[config.mk]
export PLATFORM = sky130hd
export DESIGN_NAME = number_to_english_words_unit
export DESIGN_NICKNAME = d
export VERILOG_FILES = /design/src/rtl/ntew_pkg.sv /design/src/rtl/number_to_english_words_unit.sv /design/src/rtl/ntew_dabble.sv /design/src/rtl/ntew_speller.sv
export VERILOG_INCLUDE_DIRS = /design/src /design/src/rtl
export SDC_FILE = /design/constraint.sdc
export NUM_CORES = 1
export LEC_CHECK = 0
export ABC_AREA = 1
export BUFFER_PORTS_ARGS = -buffer_cell sky130_fd_sc_hd__clkbuf_2
export CORE_MARGIN = 2
export CORE_UTILIZATION = 57
export CTS_BUF_LIST = sky130_fd_sc_hd__clkbuf_8
export CTS_CLUSTER_DIAMETER = 30
export DETAILED_ROUTE_END_ITERATION = 8
export HOLD_SLACK_MARGIN = 0.03
export PLACE_DENSITY = 0.76
export SLEW_MARGIN = 25
export SYNTH_ARGS = -nofsm -noshare
export SYNTH_HDL_FRONTEND = slang
export SYNTH_SLANG_ARGS = --single-unit
export TNS_END_PERCENT = 20
[constraint.sdc]
create_clock -name clk -period 1.87 [get_ports clk]
set_clock_uncertainty 0.2 [all_clocks]
set_input_delay 0.374 -clock clk [delete_from_list [all_inputs] [get_ports clk]]
set_output_delay 0.374 -clock clk [all_outputs]
set_load 0.02 [all_outputs]
[src/rtl/number_to_english_words_unit_defines.svh]
// Assertion macros shared by the number-to-words block.
`ifndef NUMBER_TO_ENGLISH_WORDS_UNIT_DEFINES_SVH
`define NUMBER_TO_ENGLISH_WORDS_UNIT_DEFINES_SVH

// Same-cycle implication, checked on every clock edge outside reset.
`define NTEW_ASSERT_NOW(label, ante, cons, msg) \
  label: assert property (@(posedge clk) disable iff (rst) (ante) |-> (cons)) \
    else $error(msg);

// Next-cycle implication, checked on every clock edge outside reset.
`define NTEW_ASSERT_NEXT(label, ante, cons, msg) \
  label: assert property (@(posedge clk) disable iff (rst) (ante) |=> (cons)) \
    else $error(msg);

`endif

[src/rtl/ntew_pkg.sv]
// Types and constants shared by the number-to-words block.
`default_nettype none

package ntew_pkg;

  localparam int VALUE_W  = 40;
  localparam int DIGITS   = 12;
  localparam int BCD_W    = DIGITS * 4;
  localparam int GROUPS   = 4;
  localparam int PHASES   = 5;
  localparam int WORD_W   = 5;
  localparam int SEP_W    = 2;

  localparam logic [VALUE_W-1:0] MAX_VALUE = 40'd999999999999;

  localparam logic [WORD_W-1:0] TOK_ZERO     = 5'd0;
  localparam logic [WORD_W-1:0] TOK_TEEN     = 5'd10;
  localparam logic [WORD_W-1:0] TOK_TENS     = 5'd18;
  localparam logic [WORD_W-1:0] TOK_HUNDRED  = 5'd28;
  localparam logic [WORD_W-1:0] TOK_THOUSAND = 5'd29;
  localparam logic [WORD_W-1:0] TOK_MILLION  = 5'd30;
  localparam logic [WORD_W-1:0] TOK_BILLION  = 5'd31;

  typedef enum logic [SEP_W-1:0] {
    SEP_NONE   = 2'd0,
    SEP_SPACE  = 2'd1,
    SEP_HYPHEN = 2'd2
  } sep_t;

  typedef enum logic [1:0] {
    GRP_BILLION  = 2'd0,
    GRP_MILLION  = 2'd1,
    GRP_THOUSAND = 2'd2,
    GRP_UNITS    = 2'd3
  } grp_t;

  typedef enum logic [2:0] {
    PH_HUND_DIGIT = 3'd0,
    PH_HUNDRED    = 3'd1,
    PH_TENS       = 3'd2,
    PH_ONES       = 3'd3,
    PH_SCALE      = 3'd4
  } phase_t;

  typedef enum logic [1:0] {
    ST_IDLE  = 2'd0,
    ST_CONV  = 2'd1,
    ST_SPELL = 2'd2
  } state_t;

  typedef struct packed {
    logic busy;
    logic done;
  } conv_stat_t;

  typedef struct packed {
    logic start;
    logic too_big;
  } spell_ctl_t;

endpackage

`default_nettype wire

[src/rtl/number_to_english_words_unit.sv]
// Top level of the number-to-words block: control sequencer, converter and speller.
//
// Each accepted value beat is spelled as a run of word beats, the last one
// marked by last. A value beat is accepted in idle and converted by the
// shift-and-add-three converter, and then the speller is started; it visits
// one group and phase slot per cycle while the output is not stalled, up to
// 19 slots up to the final word (a zero value or a value above 999999999999
// gives its single beat in the first slot), and then the block returns to
// idle. The input is stalled from acceptance until the cycle after the final
// word is loaded into the output register; that word may still wait there
// while the next value is taken.
`default_nettype none

module number_to_english_words_unit (
  input  wire logic                              clk,
  input  wire logic                              rst,
  input  wire logic                              value_valid,
  output logic                                   value_stall,
  input  wire logic [ntew_pkg::VALUE_W-1:0]      value,
  output logic                                   word_valid,
  input  wire logic                              word_stall,
  output logic      [ntew_pkg::WORD_W-1:0]       word,
  output logic      [ntew_pkg::SEP_W-1:0]        separator,
  output logic                                   too_big,
  output logic                                   last
);

  `include "number_to_english_words_unit_defines.svh"

  ntew_pkg::state_t     state;
  ntew_pkg::state_t     state_next;
  ntew_pkg::conv_stat_t conv_stat;
  ntew_pkg::spell_ctl_t spell_ctl;
  logic [ntew_pkg::BCD_W-1:0] bcd;
  logic                 accept;
  logic                 spell_done;
  logic                 big;

  always_comb begin
    state_next = state;
    case (state)
      ntew_pkg::ST_IDLE:  if (value_valid) state_next = ntew_pkg::ST_CONV;
      ntew_pkg::ST_CONV:  if (conv_stat.done) state_next = ntew_pkg::ST_SPELL;
      ntew_pkg::ST_SPELL: if (spell_done) state_next = ntew_pkg::ST_IDLE;
      default:            state_next = ntew_pkg::ST_IDLE;
    endcase
  end

  always_comb begin
    value_stall       = (state != ntew_pkg::ST_IDLE);
    accept            = value_valid && (state == ntew_pkg::ST_IDLE);
    spell_ctl.start   = (state == ntew_pkg::ST_CONV) && conv_stat.done;
    spell_ctl.too_big = big;
  end

  always_ff @(posedge clk) begin
    if (rst) begin
      state <= ntew_pkg::ST_IDLE;
    end else begin
      state <= state_next;
    end
  end

  always_ff @(posedge clk) begin
    if (accept) begin
      big <= value > ntew_pkg::MAX_VALUE;
    end
  end

  ntew_dabble u_dabble (
    .clk    (clk),
    .rst    (rst),
    .start  (accept),
    .bin_in (value),
    .stat   (conv_stat),
    .bcd    (bcd)
  );

  ntew_speller u_speller (
    .clk        (clk),
    .rst        (rst),
    .ctl        (spell_ctl),
    .bcd        (bcd),
    .word_stall (word_stall),
    .word_valid (word_valid),
    .word       (word),
    .separator  (separator),
    .too_big    (too_big),
    .last       (last),
    .done       (spell_done)
  );

  `NTEW_ASSERT_NOW(a_err_single, word_valid && too_big, last && (word == ntew_pkg::TOK_ZERO) && (separator == ntew_pkg::SEP_NONE), "error beat must be a lone final beat")
  `NTEW_ASSERT_NOW(a_conv_in_state, conv_stat.done, state == ntew_pkg::ST_CONV, "conversion finished outside the convert state")
  `NTEW_ASSERT_NOW(a_idle_quiet, state == ntew_pkg::ST_IDLE, !conv_stat.busy, "converter busy while idle")
  `NTEW_ASSERT_NOW(a_spell_end, spell_done, (state == ntew_pkg::ST_SPELL) && word_valid && last, "speller finished without a final beat")

endmodule

`default_nettype wire

[src/rtl/ntew_dabble.sv]
// Iterative shift-and-add-three binary to decimal converter.
`default_nettype none

module ntew_dabble (
  input  wire logic                            clk,
  input  wire logic                            rst,
  input  wire logic                            start,
  input  wire logic [ntew_pkg::VALUE_W-1:0]    bin_in,
  output ntew_pkg::conv_stat_t                 stat,
  output logic      [ntew_pkg::BCD_W-1:0]      bcd
);

  localparam int CNT_W = $clog2(ntew_pkg::VALUE_W + 1);

  logic [ntew_pkg::VALUE_W-1:0] bin;
  logic [ntew_pkg::BCD_W-1:0]   bcd_adj;
  logic [CNT_W-1:0]             cnt;
  logic                         busy;
  logic                         done;

  always_comb begin
    for (int i = 0; i < ntew_pkg::DIGITS; i++) begin
      if (bcd[i*4 +: 4] >= 4'd5) begin
        bcd_adj[i*4 +: 4] = bcd[i*4 +: 4] + 4'd3;
      end else begin
        bcd_adj[i*4 +: 4] = bcd[i*4 +: 4];
      end
    end
  end

  always_ff @(posedge clk) begin
    if (rst) begin
      busy <= 1'b0;
      done <= 1'b0;
      cnt  <= '0;
    end else begin
      done <= 1'b0;
      if (start) begin
        busy <= 1'b1;
        cnt  <= '0;
      end else if (busy) begin
        cnt <= cnt + 1'b1;
        if (cnt == CNT_W'(ntew_pkg::VALUE_W - 1)) begin
          busy <= 1'b0;
          done <= 1'b1;
        end
      end
    end
  end

  always_ff @(posedge clk) begin
    if (start) begin
      bin <= bin_in;
      bcd <= '0;
    end else if (busy) begin
      bin <= {bin[ntew_pkg::VALUE_W-2:0], 1'b0};
      bcd <= {bcd_adj[ntew_pkg::BCD_W-2:0], bin[ntew_pkg::VALUE_W-1]};
    end
  end

  assign stat.busy = busy;
  assign stat.done = done;

endmodule

`default_nettype wire

[src/rtl/ntew_speller.sv]
// Token sequencer that walks the digit groups and drives the word output register.
`default_nettype none

module ntew_speller (
  input  wire logic                          clk,
  input  wire logic                          rst,
  input  wire ntew_pkg::spell_ctl_t          ctl,
  input  wire logic [ntew_pkg::BCD_W-1:0]    bcd,
  input  wire logic                          word_stall,
  output logic                               word_valid,
  output logic      [ntew_pkg::WORD_W-1:0]   word,
  output logic      [ntew_pkg::SEP_W-1:0]    separator,
  output logic                               too_big,
  output logic                               last,
  output logic                               done
);

  logic [ntew_pkg::GROUPS-1:0][11:0]                 groups;
  logic [ntew_pkg::GROUPS-1:0][ntew_pkg::PHASES-1:0] flags_new;
  logic [ntew_pkg::GROUPS-1:0][ntew_pkg::PHASES-1:0] flags;
  logic [ntew_pkg::GROUPS-1:0][ntew_pkg::PHASES-1:0] later;

  ntew_pkg::grp_t   grp;
  ntew_pkg::phase_t ph;
  logic             active;
  logic             special;
  logic             err;
  logic             first;

  logic [3:0]                  dh;
  logic [3:0]                  dt;
  logic [3:0]                  dl;
  logic                        cur_flag;
  logic                        cur_last;
  logic [ntew_pkg::WORD_W-1:0] cur_word;
  ntew_pkg::sep_t              cur_sep;
  logic                        out_free;
  logic                        step;
  logic                        emit;
  logic                        finish;

  always_comb begin
    for (int g = 0; g < ntew_pkg::GROUPS; g++) begin
      groups[g] = bcd[(ntew_pkg::GROUPS-1-g)*12 +: 12];
      flags_new[g][ntew_pkg::PH_HUND_DIGIT] = groups[g][11:8] != 4'd0;
      flags_new[g][ntew_pkg::PH_HUNDRED]    = groups[g][11:8] != 4'd0;
      flags_new[g][ntew_pkg::PH_TENS]       = groups[g][7:0] != 8'd0;
      flags_new[g][ntew_pkg::PH_ONES]       = (groups[g][7:4] >= 4'd2) &&
                                              (groups[g][3:0] != 4'd0);
      flags_new[g][ntew_pkg::PH_SCALE]      = (g != ntew_pkg::GROUPS-1) &&
                                              (groups[g] != 12'd0);
    end
  end

  always_comb begin
    for (int g = 0; g < ntew_pkg::GROUPS; g++) begin
      for (int p = 0; p < ntew_pkg::PHASES; p++) begin
        later[g][p] = (2'(g) > grp) || ((2'(g) == grp) && (3'(p) > ph));
      end
    end
  end

  always_comb begin
    dh       = groups[grp][11:8];
    dt       = groups[grp][7:4];
    dl       = groups[grp][3:0];
    cur_flag = flags[grp][ph];
    cur_last = (flags & later) == '0;
    cur_sep  = first ? ntew_pkg::SEP_NONE :
               (ph == ntew_pkg::PH_ONES) ? ntew_pkg::SEP_HYPHEN : ntew_pkg::SEP_SPACE;
    case (ph)
      ntew_pkg::PH_HUND_DIGIT: cur_word = {1'b0, dh};
      ntew_pkg::PH_HUNDRED:    cur_word = ntew_pkg::TOK_HUNDRED;
      ntew_pkg::PH_TENS: begin
        if (dt >= 4'd2) begin
          cur_word = ntew_pkg::TOK_TENS + {1'b0, dt};
        end else if (dt == 4'd1) begin
          cur_word = ntew_pkg::TOK_TEEN + {1'b0, dl};
        end else begin
          cur_word = {1'b0, dl};
        end
      end
      ntew_pkg::PH_ONES:       cur_word = {1'b0, dl};
      ntew_pkg::PH_SCALE: begin
        case (grp)
          ntew_pkg::GRP_BILLION:  cur_word = ntew_pkg::TOK_BILLION;
          ntew_pkg::GRP_MILLION:  cur_word = ntew_pkg::TOK_MILLION;
          ntew_pkg::GRP_THOUSAND: cur_word = ntew_pkg::TOK_THOUSAND;
          default:                cur_word = ntew_pkg::TOK_ZERO;
        endcase
      end
      default:                 cur_word = ntew_pkg::TOK_ZERO;
    endcase
  end

  assign out_free = !word_valid || !word_stall;
  assign step     = !ctl.start && active && out_free;
  assign emit     = step && (special || cur_flag);
  assign finish   = step && (special || (cur_flag && cur_last));

  always_ff @(posedge clk) begin
    if (rst) begin
      active     <= 1'b0;
      word_valid <= 1'b0;
      done       <= 1'b0;
    end else begin
      done       <= finish;
      word_valid <= emit || (word_valid && word_stall);
      if (ctl.start) begin
        active <= 1'b1;
      end else if (finish) begin
        active <= 1'b0;
      end
    end
  end

  always_ff @(posedge clk) begin
    if (ctl.start) begin
      flags   <= flags_new;
      grp     <= ntew_pkg::GRP_BILLION;
      ph      <= ntew_pkg::PH_HUND_DIGIT;
      first   <= 1'b1;
      err     <= ctl.too_big;
      special <= ctl.too_big || (bcd == '0);
    end else if (active && out_free) begin
      if (special) begin
        word      <= ntew_pkg::TOK_ZERO;
        separator <= ntew_pkg::SEP_NONE;
        too_big   <= err;
        last      <= 1'b1;
      end else begin
        if (cur_flag) begin
          word      <= cur_word;
          separator <= cur_sep;
          too_big   <= 1'b0;
          last      <= cur_last;
          first     <= 1'b0;
        end
        if (ph == ntew_pkg::PH_SCALE) begin
          ph  <= ntew_pkg::PH_HUND_DIGIT;
          grp <= ntew_pkg::grp_t'(grp + 2'd1);
        end else begin
          ph  <= ntew_pkg::phase_t'(ph + 3'd1);
        end
      end
    end
  end

endmodule

`default_nettype wire

==> impl_metrics.json, run 1 <==
{
  "status": "finished with violations",
  "violations": "setup timing",
  "arrival_ns": 2.09,
  "min_period_ns": 2.07,
  "drv_slew": 0,
  "worstMarginPinSlew_ns": 0.431,
  "dpl_cell_area_um2": 8500,
  "seq_area_um2": 3380,
  "io_pins": 55,
  "clk_latency_ns": 0.47,
  "min_path_type": "input port to flip-flop",
  "start_util_pct": 59.0,
  "path_clk_slew_ns": 0.08,
  "wl_per_cell_um": 16.1,
  "syn_area_per_cell_um2": 7.97,
  "grt_pass1_wl_mm": 32.3,
  "syn_inst": 942,
  "cp-end-kind": "flip-flop",
  "hp-start": "value[28]",
  "numCtsBuffers": 17,
  "power.density_nw_per_um2": 697,
  "yosys.cell_count.top_type": "nand2_1",
  "clock-root-buffer": "clkbuf_8",
  "ys.flop_type": "edfxtp_1",
  "maxSlewHeadroom_pct": 70.9,
  "grt_pass1_vias": 6643,
  "clock_path_buffers": 2,
  "synth.ff_latch_count": 134,
  "synth_top_area_share_pct": 26.8,
  "synth_area_leaders": "edfxtp_1, dfxtp_1, nand2_1",
  "ant_nets": 0,
  "place.port_buffers": 54,
  "worstSetupStartpointType": "flip-flop",
  "yosysWarnings": 0,
  "grtUsageTotal_pct": 28.8,
  "grt_antenna_before_repair": 0,
  "synth_edf_count": 67,
  "nFillCells": 899,
  "dp_slack_ns": -0.294,
  "cap_violations": 0,
  "grt_overflow": 0,
  "viasPerCell": 5.62,
  "hold_viol": 0,
  "layout-drive-gt1-share_pct": 25.4,
  "core.rowCount": 41,
  "areaGrowthSynthToFinish_pct": 30.7,
  "drc": 0,
  "regToRegStartpoint": "u_speller.grp[0]",
  "multi_input_area_um2": 3790,
  "routabilityCongestion": 0.951,
  "max-vdd-ir-drop_uv": 660,
  "cts-htree-levels": 4,
  "yosys.area.top_type": "edfxtp_1",
  "initialDrtViolationCount": 742,
  "synth_fp_nets": 1037,
  "fin_nets": 1214,
  "cts_sinks": 134,
  "setup-violations-final": 18,
  "dr.pass1.iters": 9,
  "tritoncts": "yes",
  "cp-startpoint": "u_speller.grp[0]",
  "coreArea_um2": 12700,
  "p_leak_uw": 0.00435,
  "ys_seq_area_share_pct": 44.7,
  "async_flop_share_pct": 0,
  "clock.fmax_mhz": 483,
  "ys_types": 41,
  "die_area_um2": 14100,
  "num_vias": 7326,
  "die_w_um": 119,
  "wl_mm": 20.9,
  "critical_path_required_ns": 1.89,
  "die_y_um": 119,
  "fin_area_um2": 9810,
  "hpwl_mm": 13.5,
  "rsz0062_at_grt": "true",
  "synth_commonest_cells": "nand2_1, inv_1, o21ai_0",
  "antennaDiodeCount": 0,
  "grt_start_max_net_pins": 65,
  "worstPathMaxFanout": 7,
  "synth_area_um2": 7510,
  "criticalPathCategory": "flip-flop to flip-flop",
  "post-route-period-util_pct": 111,
  "fin_ws_ns": -0.201
}
## state kept, by name, summed over array words and instances (netlist names), 2 cells and up
signal               flops
state                    2
u_dabble.bcd            48
u_dabble.bin            40
u_dabble.cnt             6
u_speller.flags         15
u_speller.grp            2
u_speller.ph             3
u_speller.separator      2
u_speller.word           5
## worst paths after layout
| kind | depth (start not counted) | end | slack, ns |
|---|---|---|---|
| worst max-delay path | 10 | u_speller.word[3] | -0.20 |
| worst min-delay path | 3 | u_dabble.bin[28] | 0.07 |
| worst max register to register | 10 | u_speller.word[3] | -0.20 |
| worst min register to register | 2 | u_speller.first | 0.29 |
## per-layer routing
metal | global-route usage [%] | vias up | part of all wire (%)
li1 | - | 3550 | -
met5 | 0 | - | 0
met2 | 46.1 | 307 | 47
met4 | 10.4 | 0 | 3.0
met3 | 5.69 | 55 | 6.9
met1 | 38.9 | 3414 | 43
## critical path, stage by stage, from the launching register on
cell      delay [ns]
dfxtp_4         0.42
buf_12          0.16
a21oi_1         0.17
o21ai_1         0.09
nand2_1         0.12
inv_2           0.08
ha_4            0.16
o21bai_1        0.15
nand3_1         0.11
nand2_1         0.11
a21oi_2         0.06
## cell type report
cell class              count  share of cell area [%]
multi-input cells         658                    38.7
flip-flops and latches    134                    34.4
repair buffers            191                    15.9
inverters                 117                    4.63
clock buffers              19                    2.67
well taps                 172                    2.19
clock inverters            13                    1.45
## power breakdown
part / internal, uW / switching (uW)
clock: 1270 / 1240
combinational: 420 / 589
sequential: 3260 / 60.2
total: 4950 / 1880
## kinds of logic (layout without fill, tap and decap cells)
group | Yosys count | count (layout) | share of synthesized area, %
AOI/OAI and AO/OA | 232 | 232 | 17.7
xor gates and xnor gates | 8 | 8 | 0.934
adders and majority gates | 51 | 51 | 8.50
buffers and inverters | 150 | 340 | 8.02
DFF | 134 | 134 | 44.7
and+or+nand+nor | 367 | 367 | 20.2
## timing repair
| item | in CTS | in global routing |
|---|---|---|
| pin swaps | 14 | 28 |
| setup buffers | 12 | 12 |
| setup endpoints to repair | 18 | 90 |
| hold endpoints to repair | 29 | 0 |
| hold buffers | 26 | 0 |
| resized for setup | 33 | 80 |
| cloned | 1 | 3 |
## stage by stage
step           total power [uW]  setup TNS [ns]  utilization [%]  hold WS (ns)  cells
2_1_floorplan              3880           -1.27                -         0.223    942
3_3_place_gp               4170           -3.01             66.8         0.253   1218
3_5_place_dp               4190           -3.11             66.8         0.258   1218
4_1_cts                    6720          -0.259             73.9        0.0433   1289
5_1_grt                    7090           -2.64             77.1        0.0647   1304
6_report                   6840           -1.63             77.1        0.0653   1304
## layout by cell type, fill, tap and decap left out, types with 9 or more instances in the layout
cell           instances
nand2_2               13
dlygate4sd3_1         26
o32ai_1               12
o22ai_1               16
nor2_1                45
clkbuf_2              54
dfxtp_2                9
nor3_1                 9
nand3_1               43
inv_1                 99
o21ai_0               77
nand2_1              223
inv_2                 15
a31oi_1                9
o21ai_1               18
dfxtp_1               55
edfxtp_1              67
a21oi_2               10
clkbuf_8              19
buf_6                 12
ha_1                  42
a21oi_1               59
buf_4                 88
Note: power is estimated with default switching activity, not from simulation.
==> run 2: changes to the inputs <==
--- a/config.mk
+++ b/config.mk
@@ -9,12 +9,13 @@
 export ABC_AREA = 1
 export BUFFER_PORTS_ARGS = -buffer_cell sky130_fd_sc_hd__clkbuf_2
 export CORE_MARGIN = 2
-export CORE_UTILIZATION = 57
+export CORE_UTILIZATION = 29
 export CTS_BUF_LIST = sky130_fd_sc_hd__clkbuf_8
 export CTS_CLUSTER_DIAMETER = 30
 export DETAILED_ROUTE_END_ITERATION = 8
+export GPL_TIMING_DRIVEN = 0
 export HOLD_SLACK_MARGIN = 0.03
-export PLACE_DENSITY = 0.76
+export PLACE_DENSITY = 0.43
 export SLEW_MARGIN = 25
 export SYNTH_ARGS = -nofsm -noshare
 export SYNTH_HDL_FRONTEND = slang
==> run 2 against run 1 <==
The flow still finishes with violations (setup timing). Core utilization fell by 39 points. Count of clock-buffer cells in the layout decreased by 2. Sequential power is essentially flat. Non-clock buffer count decreased by 46. Clock power grew 5%. Largest power group unchanged. Maximum frequency up 2.9%. Routed wire length rose by 10%. Critical endpoint is now u_speller.word[2]. Register-to-register slack gained 0.06 ns. Sequential cell count stayed put. Design area decreased by 1.6%.
==> impl_metrics.json, run 2 (synthesis results as in run 1) <==
{
  "cp-startpoint": "u_speller.grp[1]",
  "r2r_setup_slack_ns": -0.14,
  "numCtsBuffers": 17,
  "nFillCells": 2663,
  "grtUsageTotal_pct": 17.3,
  "final_common_cell": "nand2_1",
  "setup-tns-final_ns": -1.38,
  "areaGrowthSynthToFinish_pct": 28.6,
  "p_leak_uw": 0.00414,
  "drc": 0,
  "post-route-period-util_pct": 108,
  "grt_pass1_vias": 6409,
  "power.density_nw_per_um2": 720,
  "critical_path_required_ns": 1.86,
  "grt_overflow": 0,
  "hold_viol": 0,
  "initialDrtViolationCount": 425,
  "min_path_type": "input port to flip-flop",
  "wl_per_cell_um": 16.3,
  "r2r_end": "u_speller.word[2]",
  "worstPathMaxFanout": 5,
  "grt_start_max_net_pins": 26,
  "setup-violations-final": 17,
  "cp-end-kind": "flip-flop",
  "min_period_ns": 2.01,
  "slowest_delay_ns": 0.37,
  "grt_antenna_before_repair": 0,
  "clock.fmax_mhz": 497,
  "core.rowCount": 58,
  "antennaDiodeCount": 0,
  "cp_top_family": "compound AO/OA/AOI/OAI gates",
  "cp_slowest_cell": "dfxtp_4",
  "fin_ws_ns": -0.141,
  "criticalPathCategory": "flip-flop to flip-flop",
  "cts-htree-levels": 4,
  "status": "finished with violations",
  "place.port_buffers": 54,
  "viasPerCell": 4.80,
  "drv_slew": 0,
  "r2r_cells": 12,
  "mostFrequentLayoutCells": "nand2_1, inv_1, o21ai_0",
  "tritoncts": "yes",
  "path_common_cell": "nand2_2",
  "coreArea_um2": 25300,
  "hpwl_mm": 16.0,
  "cap_violations": 0,
  "path_depth": 12,
  "violations": "setup timing",
  "crit_buf_inv": 4,
  "final_util_pct": 38.1,
  "num_vias": 6796,
  "rsz0062_at_grt": "true",
  "ant_nets": 0,
  "maxSlewHeadroom_pct": 51.1,
  "path_cells": "buf_8, inv_8, buf_12, a21oi_2, o21ai_1, nand2_2, inv_2, ha_4, nand2_2, nand3_2, o211ai_1, a21oi_1",
  "io_pins": 55,
  "die_y_um": 165,
  "clock_path_buffers": 2,
  "wl_mm": 23.1,
  "die_w_um": 165,
  "regToRegStartpoint": "u_speller.grp[1]",
  "cts_sinks": 134,
  "die_area_um2": 27200,
  "grt_pass1_wl_mm": 35.9,
  "routabilityCongestion": 0.838,
  "clock-root-buffer": "clkbuf_8",
  "dr.pass1.iters": 5,
  "path_clk_slew_ns": 0.08,
  "layout-drive-gt1-share_pct": 23.0,
  "largestRegisters": "u_dabble.bcd x48, u_dabble.bin x40, u_speller.flags x15",
  "crit_path_end": "u_speller.word[2]",
  "largest_register_ffs": 48,
  "max-vdd-ir-drop_uv": 518,
  "power_uw": 6950,
  "clk_latency_ns": 0.44,
  "largest_register": "u_dabble.bcd",
  "fin_nets": 1169,
  "worstSetupStartpointType": "flip-flop",
  "start_util_pct": 29.6,
  "arrival_ns": 2.00,
  "worstMarginPinSlew_ns": 0.734
}
-- run 2: changes by cell type in the layout (fill, tap and decap cells not counted), moves of 5 or more --
cell,before,now
clkbuf_2,54,64
inv_2,15,20
buf_6,12,6
buf_4,88,28
inv_1,99,92
dfxtp_1,55,49
-- run 2: tightest hold or removal path, stage by stage --
cell and delay, ns:
clkbuf_2 0.12, nand2_1 0.06, nand2_1 0.05
-- run 2: how the worst min path moves through the flow --
stage / start / to / slack (ns) / depth (start not counted)
after floorplan: u_dabble.bin[39] / u_dabble.bcd[0] / 0.22 / 2
after global placement: u_speller.first / u_speller.first / 0.27 / 2
after detailed placement: u_speller.first / u_speller.first / 0.27 / 2
after CTS: value[39] / u_dabble.bin[39] / 0.03 / 3
after global routing: value[39] / u_dabble.bin[39] / 0.05 / 3
final: value[39] / u_dabble.bin[39] / 0.07 / 3
-- run 2: final cells by class --
class                      count  area [um^2]  share of cell area [%]
sequential                   134         3390                    35.1
timing repair inverter         1         7.51                  0.0778
timing repair buffer         112          843                    8.74
inverter                     117          470                    4.87
tap                          330          413                    4.28
clock buffer                  17          234                    2.42
clock inverter                15          186                    1.93
buffer                        33          265                    2.75
multi-input combinational    658         3840                    39.8
-- run 2: power breakdown --
| group | switching (uW) | internal, uW | leakage, uW |
|---|---|---|---|
| Clock | 1210 | 1440 | 0.000208 |
| Sequential | 62.0 | 3260 | 0.00120 |
| Combinational | 615 | 368 | 0.00273 |
-- run 2: metal layers --
metal / routed length (um) / track usage, % / vias to the layer above
li1: - / - / 3455
met1: 11200 / 24.1 / 3201
met2: 10700 / 28.0 / 123
met3: 932 / 3.09 / 17
met4: 293 / 4.19 / 0
met5: 0 / 0 / -
-- run 2: what timing repair did --
| action | CTS | global route |
|---|---|---|
| pin swaps | 8 | 27 |
| buffers inserted | 10 | 19 |
| setup endpoints to repair | 168 | 130 |
| gates cloned | 1 | 2 |
| resized for setup | 70 | 98 |
| hold buffers | 27 | 0 |
| hold endpoints to repair | 30 | 0 |
-- run 2: stage by stage --
step,setup WS (ns),cells,hold WS (ns),cell area (um^2)
after global placement,-0.586,1326,0.268,8190
final,-0.141,1417,0.0710,9650
after global routing,-0.219,1417,0.0536,9650
after floorplan,-0.126,942,0.223,7510
after detailed placement,-0.584,1326,0.269,8190
after CTS,-0.193,1396,0.0308,9180
==> run 3: changes to the inputs <==
--- a/config.mk
+++ b/config.mk
@@ -8,6 +8,7 @@
 export LEC_CHECK = 0
 export ABC_AREA = 1
 export BUFFER_PORTS_ARGS = -buffer_cell sky130_fd_sc_hd__clkbuf_2
+export CORE_ASPECT_RATIO = 0.8
 export CORE_MARGIN = 2
 export CORE_UTILIZATION = 29
 export CTS_BUF_LIST = sky130_fd_sc_hd__clkbuf_8
==> run 3 against run 2 <==
Core utilization up 0.79 points. The flow still finishes with violations (setup timing). Worst setup slack better by 0.0038 ns. Count of clock-buffer cells in the layout is 3 higher. Combinational power increased by 6%.
==> impl_metrics.json, run 3 (synthesis results as in run 1) <==
{
  "status": "finished with violations",
  "violations": "setup timing",
  "drc": 0,
  "die_w_um": 184,
  "numCtsBuffers": 17,
  "critical_path_required_ns": 1.86,
  "criticalPathCategory": "flip-flop to flip-flop",
  "clock.fmax_mhz": 498,
  "clock_path_buffers": 2,
  "post-route-period-util_pct": 107,
  "setup-violations-final": 17,
  "maxSlewHeadroom_pct": 42.1,
  "dp_slack_ns": -0.570,
  "initialDrtViolationCount": 520,
  "tritoncts": "yes",
  "swShare_pct": 26.3,
  "dpl_cell_area_um2": 8180,
  "fin_area_um2": 9870,
  "seqPwrFrac_pct": 44.7,
  "die_y_um": 148,
  "place.port_buffers": 54,
  "worstSetupStartpointType": "flip-flop",
  "clk_latency_ns": 0.47,
  "wl_per_cell_um": 16.8,
  "path_clk_slew_ns": 0.08,
  "coreArea_um2": 25400,
  "cap_violations": 0,
  "areaGrowthSynthToFinish_pct": 31.5,
  "grt_start_max_net_pins": 26,
  "start_util_pct": 29.6,
  "power.density_nw_per_um2": 753,
  "grt_overflow": 0,
  "cts_sinks": 134,
  "p_clk_share_pct": 41.3,
  "viasPerCell": 4.86,
  "ant_nets": 0,
  "cp-end-kind": "flip-flop",
  "largestRegisters": "u_dabble.bcd x48, u_dabble.bin x40, u_speller.flags x15",
  "max-vdd-ir-drop_uv": 406,
  "hpwl_mm": 16.4,
  "arrival_ns": 2.00,
  "largest_register": "u_dabble.bcd",
  "largest_register_ffs": 48,
  "routabilityCongestion": 0.822,
  "core.rowCount": 52,
  "setup-tns-final_ns": -1.15,
  "fin_ws_ns": -0.138,
  "layout-drive-gt1-share_pct": 24.7,
  "mostFrequentLayoutCells": "nand2_1, inv_1, o21ai_0",
  "worstPathMaxFanout": 8,
  "wl_mm": 23.8,
  "hold_viol": 0,
  "pwr-share-comb_pct": 14.0,
  "min_path_type": "input port to flip-flop",
  "cts-htree-levels": 4,
  "p_leak_uw": 0.00422,
  "clock-root-buffer": "clkbuf_8",
  "num_vias": 6908,
  "fin_nets": 1178,
  "worstMarginPinSlew_ns": 0.869,
  "dr.pass1.iters": 5,
  "antennaDiodeCount": 0,
  "grt_pass1_vias": 6440,
  "rsz0062_at_grt": "true",
  "io_pins": 55,
  "p_sw_uw": 1950,
  "min_period_ns": 2.01,
  "grt_pass1_wl_mm": 36.6,
  "grt_antenna_before_repair": 0,
  "internal-power_uw": 5480,
  "die_area_um2": 27200,
  "final_common_cell": "nand2_1",
  "grtUsageTotal_pct": 17.8,
  "drv_slew": 0
}
-- run 3: power groups by stage --
stage	Sequential (uW)	Clock [uW]	Combinational (uW)
finish	3320	3070	1040
global route	3340	3240	1150
CTS	3330	3140	1000
detailed placement	3390	0	817
global placement	3390	0	826
floorplan	3370	0	508
-- run 3: path summary, 6_finish.rpt --
| path | start | endpoint | slack [ns] | cells past startpoint |
|---|---|---|---|---|
| worst max-delay path | u_speller.grp[1] | u_speller.word[2] | -0.14 | 12 |
| worst min-delay path | value[27] | u_dabble.bin[27] | 0.08 | 3 |
| worst max register to register | u_speller.grp[1] | u_speller.word[2] | -0.14 | 12 |
| worst min register to register | u_speller.first | u_speller.first | 0.29 | 2 |
-- run 3: layer usage --
metal  track usage, %  up-vias  routed length [um]
met2             24.9      159                9750
li1                 -     3480                   -
met3             4.43       18                1330
met1             26.9     3251               12500
met4             4.68        0                 261
met5                0        -                   0
-- run 3: layout make-up --
cell class	count	area, um^2
fillers	2619	15500
multi-input cells	658	3910
flip-flops and latches	134	3390
repair buffers	122	928
inverters	117	475
well taps	324	405
clock buffers	20	275
plain buffers	33	265
clock inverters	12	221
-- run 3: stage by stage --
stage | hold WS, ns | instances | util [%] | power [uW]
4_1_cts | 0.0467 | 1404 | 37.5 | 7470
2_1_floorplan | 0.223 | 942 | - | 3880
5_1_grt | 0.0821 | 1420 | 38.9 | 7730
6_report | 0.0841 | 1420 | 38.9 | 7430
3_3_place_gp | 0.278 | 1320 | 32.3 | 4220
3_5_place_dp | 0.275 | 1320 | 32.3 | 4210
-- run 3: critical path: stages, from the launching register on --
cell and delay, ns:
dfxtp_4 0.36, buf_8 0.12, inv_6 0.04, buf_12 0.14, a21oi_2 0.09, o21ai_1 0.08
nand2_2 0.12, inv_2 0.07, ha_4 0.23, nand2_2 0.05, nand3_2 0.06, o211ai_1 0.09
a21oi_1 0.09
-- run 3: repair_timing --
item,CTS,global route
gates cloned,2,0
setup buffers,21,16
pin swaps,21,23
setup endpoints to repair,168,108
resized for setup,99,103
hold buffers,29,0
endpoints found under the hold margin,31,0
